<file path="src/hdl/lpbf_pkg.sv">
// ----------------------------------------------------------------------------
// lpbf_pkg
// shared types, constants and register map of the broadcast page formatter
// ----------------------------------------------------------------------------
package lpbf_pkg;

  localparam int COMMON_INTERVAL = 40;
  localparam int SLOT_COUNT      = 2 * COMMON_INTERVAL;
  localparam int SLOT_W          = $clog2(SLOT_COUNT);

  typedef logic [SLOT_W-1:0] slot_t;

  localparam slot_t SLOT_MFR  = slot_t'(COMMON_INTERVAL - 1);
  localparam slot_t SLOT_PROD = slot_t'(SLOT_COUNT - 1);

  localparam int PADDR_W = 5;
  localparam int PDATA_W = 32;

  typedef enum logic [1:0] {
    MODE_TELEMETRY = 2'd0,
    MODE_TX_SLOT   = 2'd1,
    MODE_RX_PAGE   = 2'd2,
    MODE_RESTART   = 2'd3
  } mode_t;

  typedef enum logic [2:0] {
    REG_SERIAL       = 3'd0,
    REG_FW_MINOR     = 3'd1,
    REG_HW_REV       = 3'd2,
    REG_MFR_ID       = 3'd3,
    REG_MODEL        = 3'd4,
    REG_ASSIST_MODES = 3'd5
  } reg_idx_t;

  localparam logic [7:0] PAGE_SPEED   = 8'h01;
  localparam logic [7:0] PAGE_DIST    = 8'h02;
  localparam logic [7:0] PAGE_BATT    = 8'h03;
  localparam logic [7:0] PAGE_CAPAB   = 8'h05;
  localparam logic [7:0] PAGE_DISPLAY = 8'h10;
  localparam logic [7:0] PAGE_MFR     = 8'h50;
  localparam logic [7:0] PAGE_PROD    = 8'h51;

  localparam logic [7:0] TRAVEL_UNSET = 8'hFF;
  localparam logic [6:0] MAX_CHARGE   = 7'd100;
  localparam logic [6:0] LOW_CHARGE   = 7'd5;
  localparam logic [2:0] MAX_ASSIST   = 3'd4;

  typedef struct packed {
    logic [31:0] serial_number;
    logic [7:0]  firmware_minor;
    logic [7:0]  hardware_revision;
    logic [15:0] manufacturer_id;
    logic [15:0] model_number;
    logic [2:0]  assist_modes_supported;
  } cfg_t;

  typedef struct packed {
    mode_t       mode;
    logic [7:0]  battery_percent;
    logic [7:0]  assist_level_in;
    logic [7:0]  assist_percent;
    logic [23:0] odometer_in;
    logic [11:0] speed_in;
    logic [11:0] range_in;
    logic [7:0]  rx_page_number;
    logic [7:0]  rx_travel_byte;
  } item_t;

endpackage

</file>
<file path="src/hdl/lev_page_broadcast_formatter.sv">
// ----------------------------------------------------------------------------
// lev_page_broadcast_formatter
// light electric vehicle telemetry store and broadcast data page formatter
// ----------------------------------------------------------------------------
// a page request passes the input register, then the result register, before its page can leave
// throughput: one request per cycle while the result side is not stalled, set by the input and result registers
// requests without a page (telemetry, received page) pass the input register but skip the result register
// reset: synchronous active low rst_n clears telemetry, rotation counter and valids
// registers return to their reset values (hardware revision 1, manufacturer 63, model 2)
module lev_page_broadcast_formatter
  import lpbf_pkg::*;
(
  input  logic               clk,
  input  logic               rst_n,
  input  logic               in_valid,
  output logic               in_ready,
  input  logic [1:0]         in_mode,
  input  logic [7:0]         in_battery_percent,
  input  logic [7:0]         in_assist_level_in,
  input  logic [7:0]         in_assist_percent,
  input  logic [23:0]        in_odometer_in,
  input  logic [11:0]        in_speed_in,
  input  logic [11:0]        in_range_in,
  input  logic [7:0]         in_rx_page_number,
  input  logic [7:0]         in_rx_travel_byte,
  output logic               out_valid,
  input  logic               out_ready,
  output logic [63:0]        out_page_payload,
  input  logic               psel,
  input  logic               penable,
  input  logic               pwrite,
  input  logic [PADDR_W-1:0] paddr,
  input  logic [PDATA_W-1:0] pwdata,
  output logic [PDATA_W-1:0] prdata,
  output logic               pready
);

  cfg_t  cfg;
  item_t in_item;
  item_t s_item;
  logic  s_valid;
  logic  s_take;

  assign in_item.mode            = mode_t'(in_mode);
  assign in_item.battery_percent = in_battery_percent;
  assign in_item.assist_level_in = in_assist_level_in;
  assign in_item.assist_percent  = in_assist_percent;
  assign in_item.odometer_in     = in_odometer_in;
  assign in_item.speed_in        = in_speed_in;
  assign in_item.range_in        = in_range_in;
  assign in_item.rx_page_number  = in_rx_page_number;
  assign in_item.rx_travel_byte  = in_rx_travel_byte;

  lpbf_regs u_regs (
    .clk     (clk),
    .rst_n   (rst_n),
    .psel    (psel),
    .penable (penable),
    .pwrite  (pwrite),
    .paddr   (paddr),
    .pwdata  (pwdata),
    .prdata  (prdata),
    .pready  (pready),
    .cfg     (cfg)
  );

  lpbf_in_stage u_in_stage (
    .clk      (clk),
    .rst_n    (rst_n),
    .in_valid (in_valid),
    .in_ready (in_ready),
    .in_item  (in_item),
    .s_valid  (s_valid),
    .s_item   (s_item),
    .s_take   (s_take)
  );

  lpbf_engine u_engine (
    .clk              (clk),
    .rst_n            (rst_n),
    .cfg              (cfg),
    .s_valid          (s_valid),
    .s_item           (s_item),
    .s_take           (s_take),
    .out_valid        (out_valid),
    .out_ready        (out_ready),
    .out_page_payload (out_page_payload)
  );

endmodule

</file>
<file path="src/hdl/lpbf_regs.sv">
// ----------------------------------------------------------------------------
// lpbf_regs
// apb register file holding the product and manufacturer identification and the supported assist modes
// ----------------------------------------------------------------------------
module lpbf_regs
  import lpbf_pkg::*;
(
  input  logic               clk,
  input  logic               rst_n,
  input  logic               psel,
  input  logic               penable,
  input  logic               pwrite,
  input  logic [PADDR_W-1:0] paddr,
  input  logic [PDATA_W-1:0] pwdata,
  output logic [PDATA_W-1:0] prdata,
  output logic               pready,
  output cfg_t               cfg
);

  cfg_t       cfg_r;
  cfg_t       cfg_nxt;
  logic       wr_en;
  logic [2:0] reg_idx;

  assign pready  = 1'b1;
  assign wr_en   = psel & penable & pwrite;
  assign reg_idx = paddr[4:2];
  assign cfg     = cfg_r;

  always_comb begin
    cfg_nxt = cfg_r;
    if (wr_en) begin
      case (reg_idx)
        REG_SERIAL:       cfg_nxt.serial_number          = pwdata;
        REG_FW_MINOR:     cfg_nxt.firmware_minor         = pwdata[7:0];
        REG_HW_REV:       cfg_nxt.hardware_revision      = pwdata[7:0];
        REG_MFR_ID:       cfg_nxt.manufacturer_id        = pwdata[15:0];
        REG_MODEL:        cfg_nxt.model_number           = pwdata[15:0];
        REG_ASSIST_MODES: cfg_nxt.assist_modes_supported = pwdata[2:0];
        default:          cfg_nxt = cfg_r;
      endcase
    end
  end

  always_comb begin
    case (reg_idx)
      REG_SERIAL:       prdata = cfg_r.serial_number;
      REG_FW_MINOR:     prdata = {24'd0, cfg_r.firmware_minor};
      REG_HW_REV:       prdata = {24'd0, cfg_r.hardware_revision};
      REG_MFR_ID:       prdata = {16'd0, cfg_r.manufacturer_id};
      REG_MODEL:        prdata = {16'd0, cfg_r.model_number};
      REG_ASSIST_MODES: prdata = {29'd0, cfg_r.assist_modes_supported};
      default:          prdata = '0;
    endcase
  end

  always_ff @(posedge clk) begin
    if (!rst_n) begin
      cfg_r.serial_number          <= 32'd0;
      cfg_r.firmware_minor         <= 8'd0;
      cfg_r.hardware_revision      <= 8'd1;
      cfg_r.manufacturer_id        <= 16'd63;
      cfg_r.model_number           <= 16'd2;
      cfg_r.assist_modes_supported <= 3'd4;
    end else begin
      cfg_r <= cfg_nxt;
    end
  end

endmodule

</file>
<file path="src/hdl/lpbf_in_stage.sv">
// ----------------------------------------------------------------------------
// lpbf_in_stage
// input register stage that captures one request per cycle while the held one is taken
// ----------------------------------------------------------------------------
module lpbf_in_stage
  import lpbf_pkg::*;
(
  input  logic  clk,
  input  logic  rst_n,
  input  logic  in_valid,
  output logic  in_ready,
  input  item_t in_item,
  output logic  s_valid,
  output item_t s_item,
  input  logic  s_take
);

  logic  valid_r;
  logic  valid_nxt;
  item_t item_r;
  logic  accept;

  assign in_ready  = !valid_r || s_take;
  assign accept    = in_valid && in_ready;
  assign valid_nxt = accept || (valid_r && !s_take);
  assign s_valid   = valid_r;
  assign s_item    = item_r;

  always_ff @(posedge clk) begin
    if (!rst_n) begin
      valid_r <= 1'b0;
    end else begin
      valid_r <= valid_nxt;
    end
  end

  always_ff @(posedge clk) begin
    if (accept) begin
      item_r <= in_item;
    end
  end

endmodule

</file>
<file path="src/hdl/lpbf_engine.sv">
// ----------------------------------------------------------------------------
// lpbf_engine
// telemetry state, page rotation counter, page builder and result register
// ----------------------------------------------------------------------------
module lpbf_engine
  import lpbf_pkg::*;
(
  input  logic        clk,
  input  logic        rst_n,
  input  cfg_t        cfg,
  input  logic        s_valid,
  input  item_t       s_item,
  output logic        s_take,
  output logic        out_valid,
  input  logic        out_ready,
  output logic [63:0] out_page_payload
);

  logic [6:0]  charge_level_r,   charge_level_nxt;
  logic [2:0]  assist_level_r,   assist_level_nxt;
  logic [7:0]  assist_share_r,   assist_share_nxt;
  logic [23:0] distance_total_r, distance_total_nxt;
  logic [11:0] vehicle_speed_r,  vehicle_speed_nxt;
  logic [11:0] range_left_r,     range_left_nxt;
  slot_t       slot_r,           slot_nxt;
  logic        out_valid_r,      out_valid_nxt;
  logic [63:0] payload_r;

  logic        has_result;
  logic        out_free;
  logic [2:0]  rx_req;
  logic [7:0]  travel;
  logic [7:0]  speed_lo;
  logic [7:0]  speed_hi;
  logic [63:0] page_one;
  logic [63:0] page_two;
  logic [63:0] page_three;
  logic [63:0] page_five;
  logic [63:0] page_eighty;
  logic [63:0] page_eighty_one;
  logic [63:0] page_nxt;
  logic [7:0]  soc_byte;

  assign has_result = (s_item.mode == MODE_TX_SLOT) || (s_item.mode == MODE_RESTART);
  assign out_free   = !out_valid_r || out_ready;
  assign s_take     = s_valid && (!has_result || out_free);

  assign out_valid        = out_valid_r;
  assign out_page_payload = payload_r;

  // page assembly, byte 0 in the low bits
  assign travel   = {2'b00, assist_level_r, 3'b000};
  assign speed_lo = vehicle_speed_r[7:0];
  assign speed_hi = {4'hF, vehicle_speed_r[11:8]};
  assign soc_byte = {(charge_level_r < LOW_CHARGE), charge_level_r};

  assign page_one   = {speed_hi, speed_lo, 8'h00, 8'h00, 8'h00, travel, 8'h00, PAGE_SPEED};
  assign page_two   = {speed_hi, speed_lo, 4'hF, range_left_r[11:8], range_left_r[7:0],
                       distance_total_r[23:16], distance_total_r[15:8],
                       distance_total_r[7:0], PAGE_DIST};
  assign page_three = {speed_hi, speed_lo, assist_share_r, 8'h00, 8'h00, travel,
                       soc_byte, PAGE_BATT};
  assign page_five  = {8'hFF, 8'hFF, 8'hFF, 8'hF0, 8'h00,
                       {2'b00, cfg.assist_modes_supported, 3'b000}, 8'hFF, PAGE_CAPAB};
  assign page_eighty     = {cfg.model_number, cfg.manufacturer_id, cfg.hardware_revision,
                            8'hFF, 8'hFF, PAGE_MFR};
  assign page_eighty_one = {cfg.serial_number, cfg.firmware_minor, 8'hFF, 8'hFF, PAGE_PROD};

  always_comb begin
    if (s_item.mode == MODE_RESTART) begin
      page_nxt = page_one;
    end else begin
      case (slot_r[1:0])
        2'd0:    page_nxt = page_one;
        2'd1:    page_nxt = page_two;
        2'd2:    page_nxt = page_three;
        default: begin
          if (slot_r == SLOT_MFR) begin
            page_nxt = page_eighty;
          end else if (slot_r == SLOT_PROD) begin
            page_nxt = page_eighty_one;
          end else begin
            page_nxt = page_five;
          end
        end
      endcase
    end
  end

  assign rx_req = s_item.rx_travel_byte[5:3];

  always_comb begin
    charge_level_nxt   = charge_level_r;
    assist_level_nxt   = assist_level_r;
    assist_share_nxt   = assist_share_r;
    distance_total_nxt = distance_total_r;
    vehicle_speed_nxt  = vehicle_speed_r;
    range_left_nxt     = range_left_r;
    slot_nxt           = slot_r;
    if (s_take) begin
      case (s_item.mode)
        MODE_TELEMETRY: begin
          charge_level_nxt   = (s_item.battery_percent > {1'b0, MAX_CHARGE}) ?
                               MAX_CHARGE : s_item.battery_percent[6:0];
          assist_level_nxt   = (s_item.assist_level_in > {5'd0, MAX_ASSIST}) ?
                               MAX_ASSIST : s_item.assist_level_in[2:0];
          assist_share_nxt   = s_item.assist_percent;
          distance_total_nxt = s_item.odometer_in;
          vehicle_speed_nxt  = s_item.speed_in;
          range_left_nxt     = s_item.range_in;
        end
        MODE_TX_SLOT: begin
          slot_nxt = (slot_r == SLOT_PROD) ? '0 : slot_r + slot_t'(1);
        end
        MODE_RX_PAGE: begin
          if ((s_item.rx_page_number == PAGE_DISPLAY) &&
              (s_item.rx_travel_byte != TRAVEL_UNSET)) begin
            assist_level_nxt = (rx_req > MAX_ASSIST) ? MAX_ASSIST : rx_req;
          end
        end
        MODE_RESTART: begin
          slot_nxt = '0;
        end
        default: begin
          slot_nxt = slot_r;
        end
      endcase
    end
  end

  always_comb begin
    if (s_take && has_result) begin
      out_valid_nxt = 1'b1;
    end else if (out_ready) begin
      out_valid_nxt = 1'b0;
    end else begin
      out_valid_nxt = out_valid_r;
    end
  end

  always_ff @(posedge clk) begin
    if (!rst_n) begin
      charge_level_r   <= '0;
      assist_level_r   <= '0;
      assist_share_r   <= '0;
      distance_total_r <= '0;
      vehicle_speed_r  <= '0;
      range_left_r     <= '0;
      slot_r           <= '0;
      out_valid_r      <= 1'b0;
    end else begin
      charge_level_r   <= charge_level_nxt;
      assist_level_r   <= assist_level_nxt;
      assist_share_r   <= assist_share_nxt;
      distance_total_r <= distance_total_nxt;
      vehicle_speed_r  <= vehicle_speed_nxt;
      range_left_r     <= range_left_nxt;
      slot_r           <= slot_nxt;
      out_valid_r      <= out_valid_nxt;
    end
  end

  always_ff @(posedge clk) begin
    if (s_take && has_result) begin
      payload_r <= page_nxt;
    end
  end

endmodule

</file>
<file path="config.mk">
export PLATFORM = sky130hd
export DESIGN_NAME = lev_page_broadcast_formatter
export DESIGN_NICKNAME = d
export VERILOG_FILES = /design/src/hdl/lpbf_pkg.sv /design/src/hdl/lev_page_broadcast_formatter.sv /design/src/hdl/lpbf_regs.sv /design/src/hdl/lpbf_in_stage.sv /design/src/hdl/lpbf_engine.sv
export SDC_FILE = /design/constraint.sdc
export NUM_CORES = 1
export LEC_CHECK = 0
export BUFFER_PORTS_ARGS = -buffer_cell sky130_fd_sc_hd__buf_2
export CAP_MARGIN = 25
export CORE_AREA = 2 2 183 185
export DETAILED_ROUTE_END_ITERATION = 12
export DIE_AREA = 0 0 185 187
export RECOVER_POWER = 25
export SETUP_SLACK_MARGIN = 0.4
export SLEW_MARGIN = 40
export SYNTH_ARGS = -nofsm -noshare
export SYNTH_HDL_FRONTEND = slang
export SYNTH_SLANG_ARGS = --single-unit
</file>
<file path="constraint.sdc">
create_clock -name clk -period 14.5 [get_ports clk]
set_clock_uncertainty 0.2 [all_clocks]
set_input_delay 1.45 -clock clk [delete_from_list [all_inputs] [get_ports clk]]
set_output_delay 1.45 -clock clk [all_outputs]
set_load 0.005 [all_outputs]
</file>
==> flow_summary.toml, run 1 <==
[cts]
cts.sink_count = 308
cts_setup_buffers = 0
clock_insertion_delay_worst_skew_ns = 0.51
root_buffer = "clkbuf_16"
cts_max_path_buffers = 3
clkTransAtPathRegs_ns = 0.06
post_cts_resize_count = 0
hold_buffers = 0
cts_bufs_inserted = 35
cts_max_level = 2
cts_tree = "yes"

[route]
detail_route.wirelength_mm = 33.2
drt_drc_violations_left = 0
final_antenna_net_count = 0
vias_per_cell = 5.08
initial_drc_count = 620
dr.pass1.iters = 5
vias_after_detailed_routing = 9364
wl_per_cell_um = 18.0

[layout]
final_nets = 1508
final_layout_size_suffix_gt1_share_pct = 24.5
antenna_cells = 0
syn_to_final_growth_pct = 19.6

[critical_path]
cp_cell_sequence = "buf_2 -> nor2b_1 -> a22oi_1 -> o221ai_1 -> buf_2"
worst_setup_path_end_kind = "output pin"
critical_path.slowest_cell = "nor2b_1"
cpMostUsedCell = "buf_2"
crit_buf_inv = 2
timing.critical_path.from_type = "input port"
worst-path-max-fanout = 25
setup_slack_reg_to_reg_ns = 11.02
worstPathArrival_ns = 2.99
setup.worst_path.class = "in -> out"
timing.critical_path.slowest_cell_delay_ns = 0.48
required_ns = 12.85
cell_class_contributing_the_biggest_share_of_worst_path_delay = "buffers and inverters"

[die]
floorplan.core_area_um2 = 32900
ios = 233
placementRows = 67
chip_width_um = 185
die_h_um = 187
start_util_pct = 39.0
full_die_area_um2 = 34600

[sta]
fmax_mhz = 215
share_of_the_cycle_needed_by_the_critical_path_after_routing_pct = 32.0
count_of_final_setup_violators = 0
total_negative_slack_for_setup_checks_ns = 0
maxSlewHeadroom_pct = -34.2
hold_viol_final = 0
final_count_of_pins_violating_max_slew = 43
final.min_clock_period_ns = 4.64
rsz_0062_raised_after_global_routing = "no"
worst_slew_pin_slew_ns = 2.01

[global_route]
globalRouteTotalUtil_pct = 19.0
overflow = 0
first_global_vias = 8983
grt_pass1_wl_mm = 51.1
maximum_number_of_pins_on_one_net_before_global_route_repair = 87
grt_antenna_before_repair = 2

[pwr]
vdd_drop_max_uv = 78.8
cellLeakagePower_nw = 5.72
switchingPower_mw = 0.408
finalPower_mw = 1.91
intPower_mw = 1.50
power_density_nw_per_um2 = 125
share_of_total_power_in_sequential_cells_pct = 49.7
switching_share_pct = 21.3
p_clk_share_pct = 45.8
p_comb_share_pct = 4.5

[placement]
numPortBuffers = 226
finalWeightedCongestion = 0.842
dpl.hpwl_mm = 23.1

[yosys]
synth_top_area_cell = "edfxtp_1"
synth.top_cell.area_share_pct = 35.1
yosys_register_bits = 308
synth_area_per_cell_um2 = 10.9
mappedNetlistArea_um2 = 12800
synth-edff-count = 150
warnings_from_yosys = 0
netlist_top_cells_area = "edfxtp_1 35%, dfxtp_1 25%, nand2_1 8.6%, a21boi_0 4.2%, a21boi_2 3.4%"
synth_seq_area_share_pct = 59.8
synth.lib_cells_used.distinct = 69
synth-main-ff-cell = "dfxtp_1"
share_of_async_settable_or_async_resettable_flops_after_synthesis_pct = 0
synth_cells = 1175

[run_status]
run_status = "complete, but fails checks"
violations_in_the_final_reports = "max-capacitance violations, max-slew violations"

[flow_run]
cap_violations = 2

[worst_hold_path]
hold_crit_class = "reg -> reg"
-- final timing paths --
check | cells past startpoint | from | to
worst max-delay path | 5 | paddr[3] | prdata[0]
worst min-delay path | 2 | u_engine.vehicle_speed_r[10] | u_engine.vehicle_speed_r[10]
worst max register to register | 5 | u_in_stage.s_item[88] | u_engine.charge_level_r[0]
worst min register to register | 2 | u_engine.vehicle_speed_r[10] | u_engine.vehicle_speed_r[10]
-- metal layers --
layer	up-vias	global-route usage, %	wire, um
met5	-	0	7
met4	2	4.98	707
met3	49	3.15	1930
met2	285	30.7	15600
met1	4462	26.4	15000
li1	4566	-	-
-- per-stage QoR --
stage               instances  setup WS [ns]  util, %  instance area, um2  hold WS [ns]
floorplan                1177           7.52        -               12800         0.243
global placement         1779           9.90     43.2               14200         0.253
detailed placement       1781           9.89     43.3               14200         0.259
CTS                      1844           9.89     46.8               15400         0.268
global route             1844           9.74     46.7               15300         0.284
finish                   1844           9.86     46.7               15300         0.263
-- cells in the final DEF (no fill, tap or decap), types with 12 or more instances in the layout --
cell and n:
nand2_1 294, buf_2 219, dfxtp_1 158, edfxtp_1 150, a21boi_0 72, nor2_1 46
mux2i_1 40, a21boi_2 39, clkbuf_16 37, o21ai_0 34, nand3_1 24, nor2b_1 24
o22ai_1 22, and2_1 17, a21oi_1 15, a222oi_1 12, buf_4 12
-- cells in the mapped netlist, types with 4 or more instances --
| cell type | instances |
|---|---|
| a221oi_1 | 11 |
| nand3_1 | 24 |
| and3_1 | 5 |
| and2_1 | 19 |
| buf_4 | 10 |
| a21o_1 | 9 |
| a311oi_1 | 4 |
| a21oi_1 | 14 |
| mux2i_1 | 40 |
| a222oi_1 | 12 |
| nand2_1 | 294 |
| clkbuf_1 | 37 |
| nor4b_1 | 4 |
| inv_1 | 5 |
| a21bo_1 | 4 |
| a21boi_1 | 6 |
| dfxtp_1 | 158 |
| a21boi_2 | 39 |
| nor2b_1 | 24 |
| buf_2 | 27 |
| nor2_1 | 45 |
| nand2b_1 | 4 |
| buf_6 | 8 |
| nor4_1 | 4 |
| ha_1 | 4 |
| a31oi_1 | 11 |
| xnor2_1 | 5 |
| edfxtp_1 | 150 |
| nor3_1 | 8 |
| o21ai_0 | 34 |
| o22ai_1 | 22 |
| a21boi_0 | 72 |
-- cell families (layout without fill, tap and decap cells) --
logic type	Yosys count	after routing	synth area share, %
xor gates and xnor gates	5	5	0.342
buffers and inverters	90	309	3.66
and+or+nand+nor	462	462	16.5
other	2	4	0.0586
adders and majority gates	4	4	0.390
DFF	308	308	59.8
muxes	42	42	3.39
AOI/OAI and AO/OA	262	262	15.9
-- power groups by stage --
stage                     combinational, mW  clock, mW  sequential (mW)
final                                0.0868      0.875            0.949
after global routing                 0.0965      0.930            0.952
after CTS                            0.0885      0.894            0.950
after detailed placement             0.0884          0            0.968
after global placement               0.0861          0            0.968
after floorplan                      0.0484          0            0.967
-- registers in the layout, summed over array words and instances, names as in the netlist --
register and count:
u_engine.out_page_payload 60, u_in_stage.s_item 90, u_engine.vehicle_speed_r 12, u_engine.out_valid 1
u_engine.distance_total_r 24, u_engine.slot_r 7, u_engine.range_left_r 12, u_regs.cfg 83
u_in_stage.s_valid 1, u_engine.assist_level_r 3, u_engine.charge_level_r 7, u_engine.assist_share_r 8
-- worst min-delay path: cells and delay by family, from the launching register on --
| family | cells | cell delay, ns |
|---|---|---|
| flip-flops | 1 | 0.31 |
| AO/OA/AOI/OAI | 1 | 0.06 |
| AND/OR/NAND/NOR | 1 | 0.04 |
-- final cells by class --
class | count | area [um2]
inverter | 6 | 22.5
fill | 3156 | 17500
clock buffer | 47 | 1020
clock inverter | 16 | 134
timing repair buffer | 240 | 1240
sequential | 308 | 7670
multi-input combinational | 779 | 4690
tap | 448 | 561
(Power assumes the default switching activity.)
==> run 2, diff against run 1 <==
Clock period 14.5 ns to 3.99 ns, I/O delays scaled along.
==> run 2 against run 1 <==
  * The flow still finishes with violations (max-capacitance violations, max-slew violations)
  * Combinational power grew to 4.8 times the previous value
  * Final area up 7.6%
  * Via count increased by 6.2%
  * Register-to-register slack worse by 9.9 ns
  * Die area stayed put
  * Total power rose to 3.6 times the previous value
  * Routed wire length up 6.0%
  * Final cell count increased by 6.7%
  * Utilization up 3.6 points
  * Sequential share of layout area decreased by 3.5 points
  * First-iteration DRC count rose by 21%
  * Clock power rose to 3.5 times the previous value
  * Largest cell class unchanged
==> flow_summary.toml, run 2 (same netlist as run 1, synthesis figures left out) <==
[sta]
count_of_final_setup_violators = 0
share_of_the_cycle_needed_by_the_critical_path_after_routing_pct = 83.0
layout_setup_ws_ns = 0.680
worst_slew_pin_slew_ns = 1.75
hold_viol_final = 0
final.min_clock_period_ns = 3.31
fmax_mhz = 302
total_negative_slack_for_setup_checks_ns = 0
final_count_of_pins_violating_max_slew = 26
maxSlewHeadroom_pct = -16.5
rsz_0062_raised_after_global_routing = "no"

[die]
ios = 233
placementRows = 67
die_h_um = 187
start_util_pct = 39.0
floorplan.core_area_um2 = 32900
chip_width_um = 185
full_die_area_um2 = 34600

[critical_path]
regToRegEndpoint = "u_engine.out_page_payload[43]"
worst-path-max-fanout = 25
reg2reg_from = "u_engine.slot_r[0]"
crit_buf_inv = 2
timing.critical_path.from_type = "input port"
setup.worst_path.class = "in -> out"
setup_slack_reg_to_reg_ns = 1.14
timing.critical_path.slowest_cell_delay_ns = 1.22
worstPathArrival_ns = 2.71
rr_worst_depth = 7
worst_setup_path_end_kind = "output pin"
cp_cell_sequence = "clkbuf_1 -> nor2b_1 -> a22oi_1 -> o221ai_1 -> buf_2"
critical_path.slowest_cell = "clkbuf_1"
cell_class_contributing_the_biggest_share_of_worst_path_delay = "buffers and inverters"
required_ns = 3.39

[placement]
placed_area_um2 = 14300
numPortBuffers = 226
finalWeightedCongestion = 0.832
dpl_worst_slack_ns = 1.12
dpl.hpwl_mm = 23.1

[global_route]
grt_pass1_wl_mm = 54.7
grt_antenna_before_repair = 1
maximum_number_of_pins_on_one_net_before_global_route_repair = 103
globalRouteTotalUtil_pct = 20.2
first_global_vias = 9869
overflow = 0

[pwr]
vdd_drop_max_uv = 384
cellLeakagePower_nw = 6.17
power_density_nw_per_um2 = 417

[route]
dr.pass1.iters = 5
detail_route.wirelength_mm = 35.2
vias_after_detailed_routing = 9942
wl_per_cell_um = 17.9
vias_per_cell = 5.05
initial_drc_count = 751
final_antenna_net_count = 0
drt_drc_violations_left = 0

[cts]
clkTransAtPathRegs_ns = 0.05
clock_insertion_delay_worst_skew_ns = 0.51
cts_max_path_buffers = 3
cts_bufs_inserted = 35
cts_max_level = 2
cts.sink_count = 308
cts_setup_buffers = 0
cts_tree = "yes"
root_buffer = "clkbuf_16"

[layout]
most_common_library_cell_in_the_layout_ignoring_fill_and_taps = "nand2_1"
leading_cell_types_in_the_layout_fill_and_taps_excluded = "294 x nand2_1, 202 x buf_2, 158 x dfxtp_1"
final_layout_size_suffix_gt1_share_pct = 21.1
final_nets = 1632
syn_to_final_growth_pct = 28.7
max_ffs_per_register = 90
antenna_cells = 0
stdcell_area_um2 = 16500

[flow_run]
cap_violations = 1

[worst_hold_path]
hold_path_start = "in_valid"
hold_end = "u_in_stage.s_valid"
hold_crit_class = "in -> reg"
hold_depth = 3

[run_status]
violations_in_the_final_reports = "max-capacitance violations, max-slew violations"
run_status = "complete, but fails checks"
## run 2: changes by cell type in the layout (fill, tap and decap cells not counted), moves of 2 or more
cell,before,now
and2_0,2,0
and2_1,17,19
buf_12,0,2
buf_2,219,202
buf_4,12,16
buf_8,2,0
clkbuf_1,11,33
clkbuf_8,6,3
clkinv_1,5,10
clkinv_2,5,1
clkinvlp_4,4,0
dlygate4sd3_1,0,120
## run 2: where the power goes
part | switching (mW) | leakage, nW | total, mW | internal (mW)
logic | 0.211 | 2.91 | 0.417 | 0.205
clock network | 1.24 | 0.522 | 3.02 | 1.78
registers | 0.0422 | 2.74 | 3.45 | 3.41
total | 1.49 | 6.17 | 6.88 | 5.39
## run 2: worst max path at each step
| stage | startpoint | endpoint | depth (start not counted) |
|---|---|---|---|
| 6_report | paddr[4] | prdata[0] | 5 |
| 5_1_grt | paddr[4] | prdata[0] | 5 |
| 4_1_cts | u_engine.slot_r[0] | u_engine.out_page_payload[43] | 7 |
| 3_5_place_dp | paddr[4] | u_regs.cfg[59] | 6 |
| 3_3_place_gp | paddr[4] | u_regs.cfg[76] | 6 |
| 2_1_floorplan | out_ready | u_in_stage.s_item[0] | 3 |
## run 2: repair_timing
item	4_1_cts	5_1_grt
setup endpoints to repair	0	0
gates resized for setup	0	0
hold buffers	120	0
endpoints found under the hold margin	141	0
## run 2: metal layers
metal | up-vias | part of all wire [%] | track usage [%]
li1 | 4816 | - | -
met1 | 4754 | 45 | 27.6
met2 | 324 | 47 | 33.4
met3 | 46 | 6.2 | 3.52
met4 | 2 | 1.8 | 4.49
met5 | - | 0.031 | 0
## run 2: through the flow
stage                     hold slack [ns]  utilization (%)  cells  power (mW)
after floorplan                     0.243                -   1177        3.68
after global placement              0.253             43.4   1785        3.84
after detailed placement            0.257             43.4   1785        3.84
after CTS                         0.00131             50.3   1968        6.95
after global routing               0.0439             50.2   1968        7.13
final                              0.0123             50.2   1968        6.88
## run 2: cell type report
| type | count | area [um2] |
|---|---|---|
| fill | 3051 | 16400 |
| sequential | 308 | 7670 |
| multi-input combinational | 779 | 4720 |
| timing repair buffer | 364 | 2460 |
| clock buffer | 49 | 980 |
| tap | 448 | 561 |
| clock inverter | 14 | 97.6 |
| inverter | 6 | 22.5 |
## run 2: worst register-to-register path, delay by kind of cell, from the launching register on
kind,cells,cell delay (ns)
flops,1,0.43
compound gates,1,0.59
buf+inv,2,0.38
fa+ha+maj,1,0.18
simple gates,3,0.80
==> run 3, diff against run 2 <==
Clock period 3.99 ns to 3 ns, I/O delays scaled along.
==> run 3 against run 2 <==
  * Total power up 36%
  * The run now ends clean
  * Critical endpoint unchanged
  * First-iteration DRC count fell by 10%
  * Clock power rose by 39%
  * Final cell count increased by 0.86%
  * Sequential share of layout area fell by 0.67 points
  * Via count down 0.27%
  * Utilization is 0.74 points higher
  * Combinational power increased by 35%
  * Critical path type unchanged
  * Worst setup slack lost 0.18 ns
  * Sequential power up 33%
  * Die area unchanged
  * Sequential cell count unchanged
==> flow_summary.toml, run 3 (same netlist as run 1, synthesis figures left out) <==
[run_status]
run_status = "completed"

[layout]
final_nets = 1649
antenna_cells = 0
most_common_library_cell_in_the_layout_ignoring_fill_and_taps = "nand2_1"
leading_cell_types_in_the_layout_fill_and_taps_excluded = "294 x nand2_1, 197 x buf_2, 158 x dfxtp_1"
max_ffs_per_register = 90
final_layout_size_suffix_gt1_share_pct = 22.0
finalCoreUtilization_pct = 51.0
stdcell_area_um2 = 16700
final-instance-count-excl-fill = 1985
syn_to_final_growth_pct = 30.6

[sta]
hold_viol_final = 0
final_count_of_pins_violating_max_slew = 0
worst_slew_pin_slew_ns = 0.814
maxSlewHeadroom_pct = 45.8
final.min_clock_period_ns = 2.50
layout_setup_ws_ns = 0.505
count_of_final_setup_violators = 0
rsz_0062_raised_after_global_routing = "no"
total_negative_slack_for_setup_checks_ns = 0
share_of_the_cycle_needed_by_the_critical_path_after_routing_pct = 83.2
fin_hold_ws_ns = 0.228
fmax_mhz = 401

[placement]
finalWeightedCongestion = 0.843
dpl_worst_slack_ns = 0.462
placedCellCount = 1798
numPortBuffers = 226
dpl.hpwl_mm = 23.4
placed_area_um2 = 14400

[cts]
cts_max_level = 2
root_buffer = "clkbuf_16"
cts_tree = "yes"
cts_setup_buffers = 0
clock_insertion_delay_worst_skew_ns = 0.51
clkTransAtPathRegs_ns = 0.06
cts_max_path_buffers = 3
cts_bufs_inserted = 35
cts.sink_count = 308

[route]
vias_per_cell = 4.99
wl_per_cell_um = 17.7
dr.pass1.iters = 7
initial_drc_count = 674
drt_drc_violations_left = 0
vias_after_detailed_routing = 9915
detail_route.wirelength_mm = 35.1
final_antenna_net_count = 0

[global_route]
maximum_number_of_pins_on_one_net_before_global_route_repair = 63
overflow = 0
grt_antenna_before_repair = 0
first_global_vias = 9685
globalRouteTotalUtil_pct = 19.9
grt_pass1_wl_mm = 53.8

[worst_hold_path]
hold_crit_class = "in -> reg"

[critical_path]
worst_setup_path_end_kind = "output pin"
worstPathArrival_ns = 2.00
timing.critical_path.from_type = "input port"
worst-path-max-fanout = 14
setup.worst_path.class = "in -> out"
required_ns = 2.50

[die]
chip_width_um = 185
floorplan.core_area_um2 = 32900
start_util_pct = 39.0
die_h_um = 187
full_die_area_um2 = 34600
placementRows = 67
ios = 233

[flow_run]
cap_violations = 0

[pwr]
switching_share_pct = 21.6
power_density_nw_per_um2 = 558
p_comb_share_pct = 6.0
cellLeakagePower_nw = 6.28
finalPower_mw = 9.35
switchingPower_mw = 2.02
vdd_drop_max_uv = 475
intPower_mw = 7.33
p_clk_share_pct = 44.9
share_of_total_power_in_sequential_cells_pct = 49.1
run 3: cell count changes in the layout (fill, tap and decap cells not counted), moves of 3 or more:
cell	change
clkbuf_1	+3
clkbuf_16	+3
dlygate4sd3_1	+4
clkinv_2	+6
clkinvlp_4	+3
clkinv_1	-7
buf_4	+10
buf_2	-5
buf_12	+3
run 3: path summary, 6_finish.rpt:
kind	startpoint	to	slack, ns	depth (start not counted)
worst min register to register	u_engine.distance_total_r[6]	u_engine.distance_total_r[6]	0.26	2
worst max register to register	u_engine.slot_r[2]	u_engine.out_page_payload[61]	0.63	4
worst min-delay path	out_ready	u_engine.out_valid	0.23	4
worst max-delay path	paddr[3]	prdata[0]	0.50	5
run 3: repair_timing:
| item | 4_1_cts | 5_1_grt |
|---|---|---|
| hold buffers | 124 | 0 |
| gates resized for setup | 0 | 1 |
| endpoints found under the setup margin | 0 | 4 |
| hold endpoints to repair | 174 | 0 |
run 3: per-layer routing:
layer	vias to the layer above	global-route usage [%]	part of all wire (%)
li1	4839	-	-
met1	4725	27.2	45
met2	306	32.5	47
met3	45	3.86	5.9
met4	0	5.19	2.0
met5	-	0	0
run 3: critical path, stage by stage:
cell and delay [ns]:
clkbuf_1 0.60, nor2b_1 0.50, a22oi_1 0.13, o221ai_1 0.29
buf_2 0.17
run 3: area by class of cell:
| cell class | count | area [um2] |
|---|---|---|
| Fill cell | 3044 | 16100 |
| Sequential cell | 308 | 7670 |
| Multi-Input combinational cell | 779 | 4730 |
| Timing Repair Buffer | 381 | 2630 |
| Clock buffer | 50 | 1050 |
| Tap cell | 448 | 561 |
| Clock inverter | 13 | 91.3 |
| Inverter | 6 | 26.3 |
run 3: power by group through the flow:
| stage | Sequential [mW] | Combinational [mW] | Clock, mW |
|---|---|---|---|
| 6_report | 4.59 | 0.564 | 4.19 |
| 5_1_grt | 4.60 | 0.615 | 4.44 |
| 4_1_cts | 4.59 | 0.566 | 4.28 |
| 3_5_place_dp | 4.68 | 0.441 | 0 |
| 3_3_place_gp | 4.68 | 0.434 | 0 |
| 2_1_floorplan | 4.67 | 0.236 | 0 |
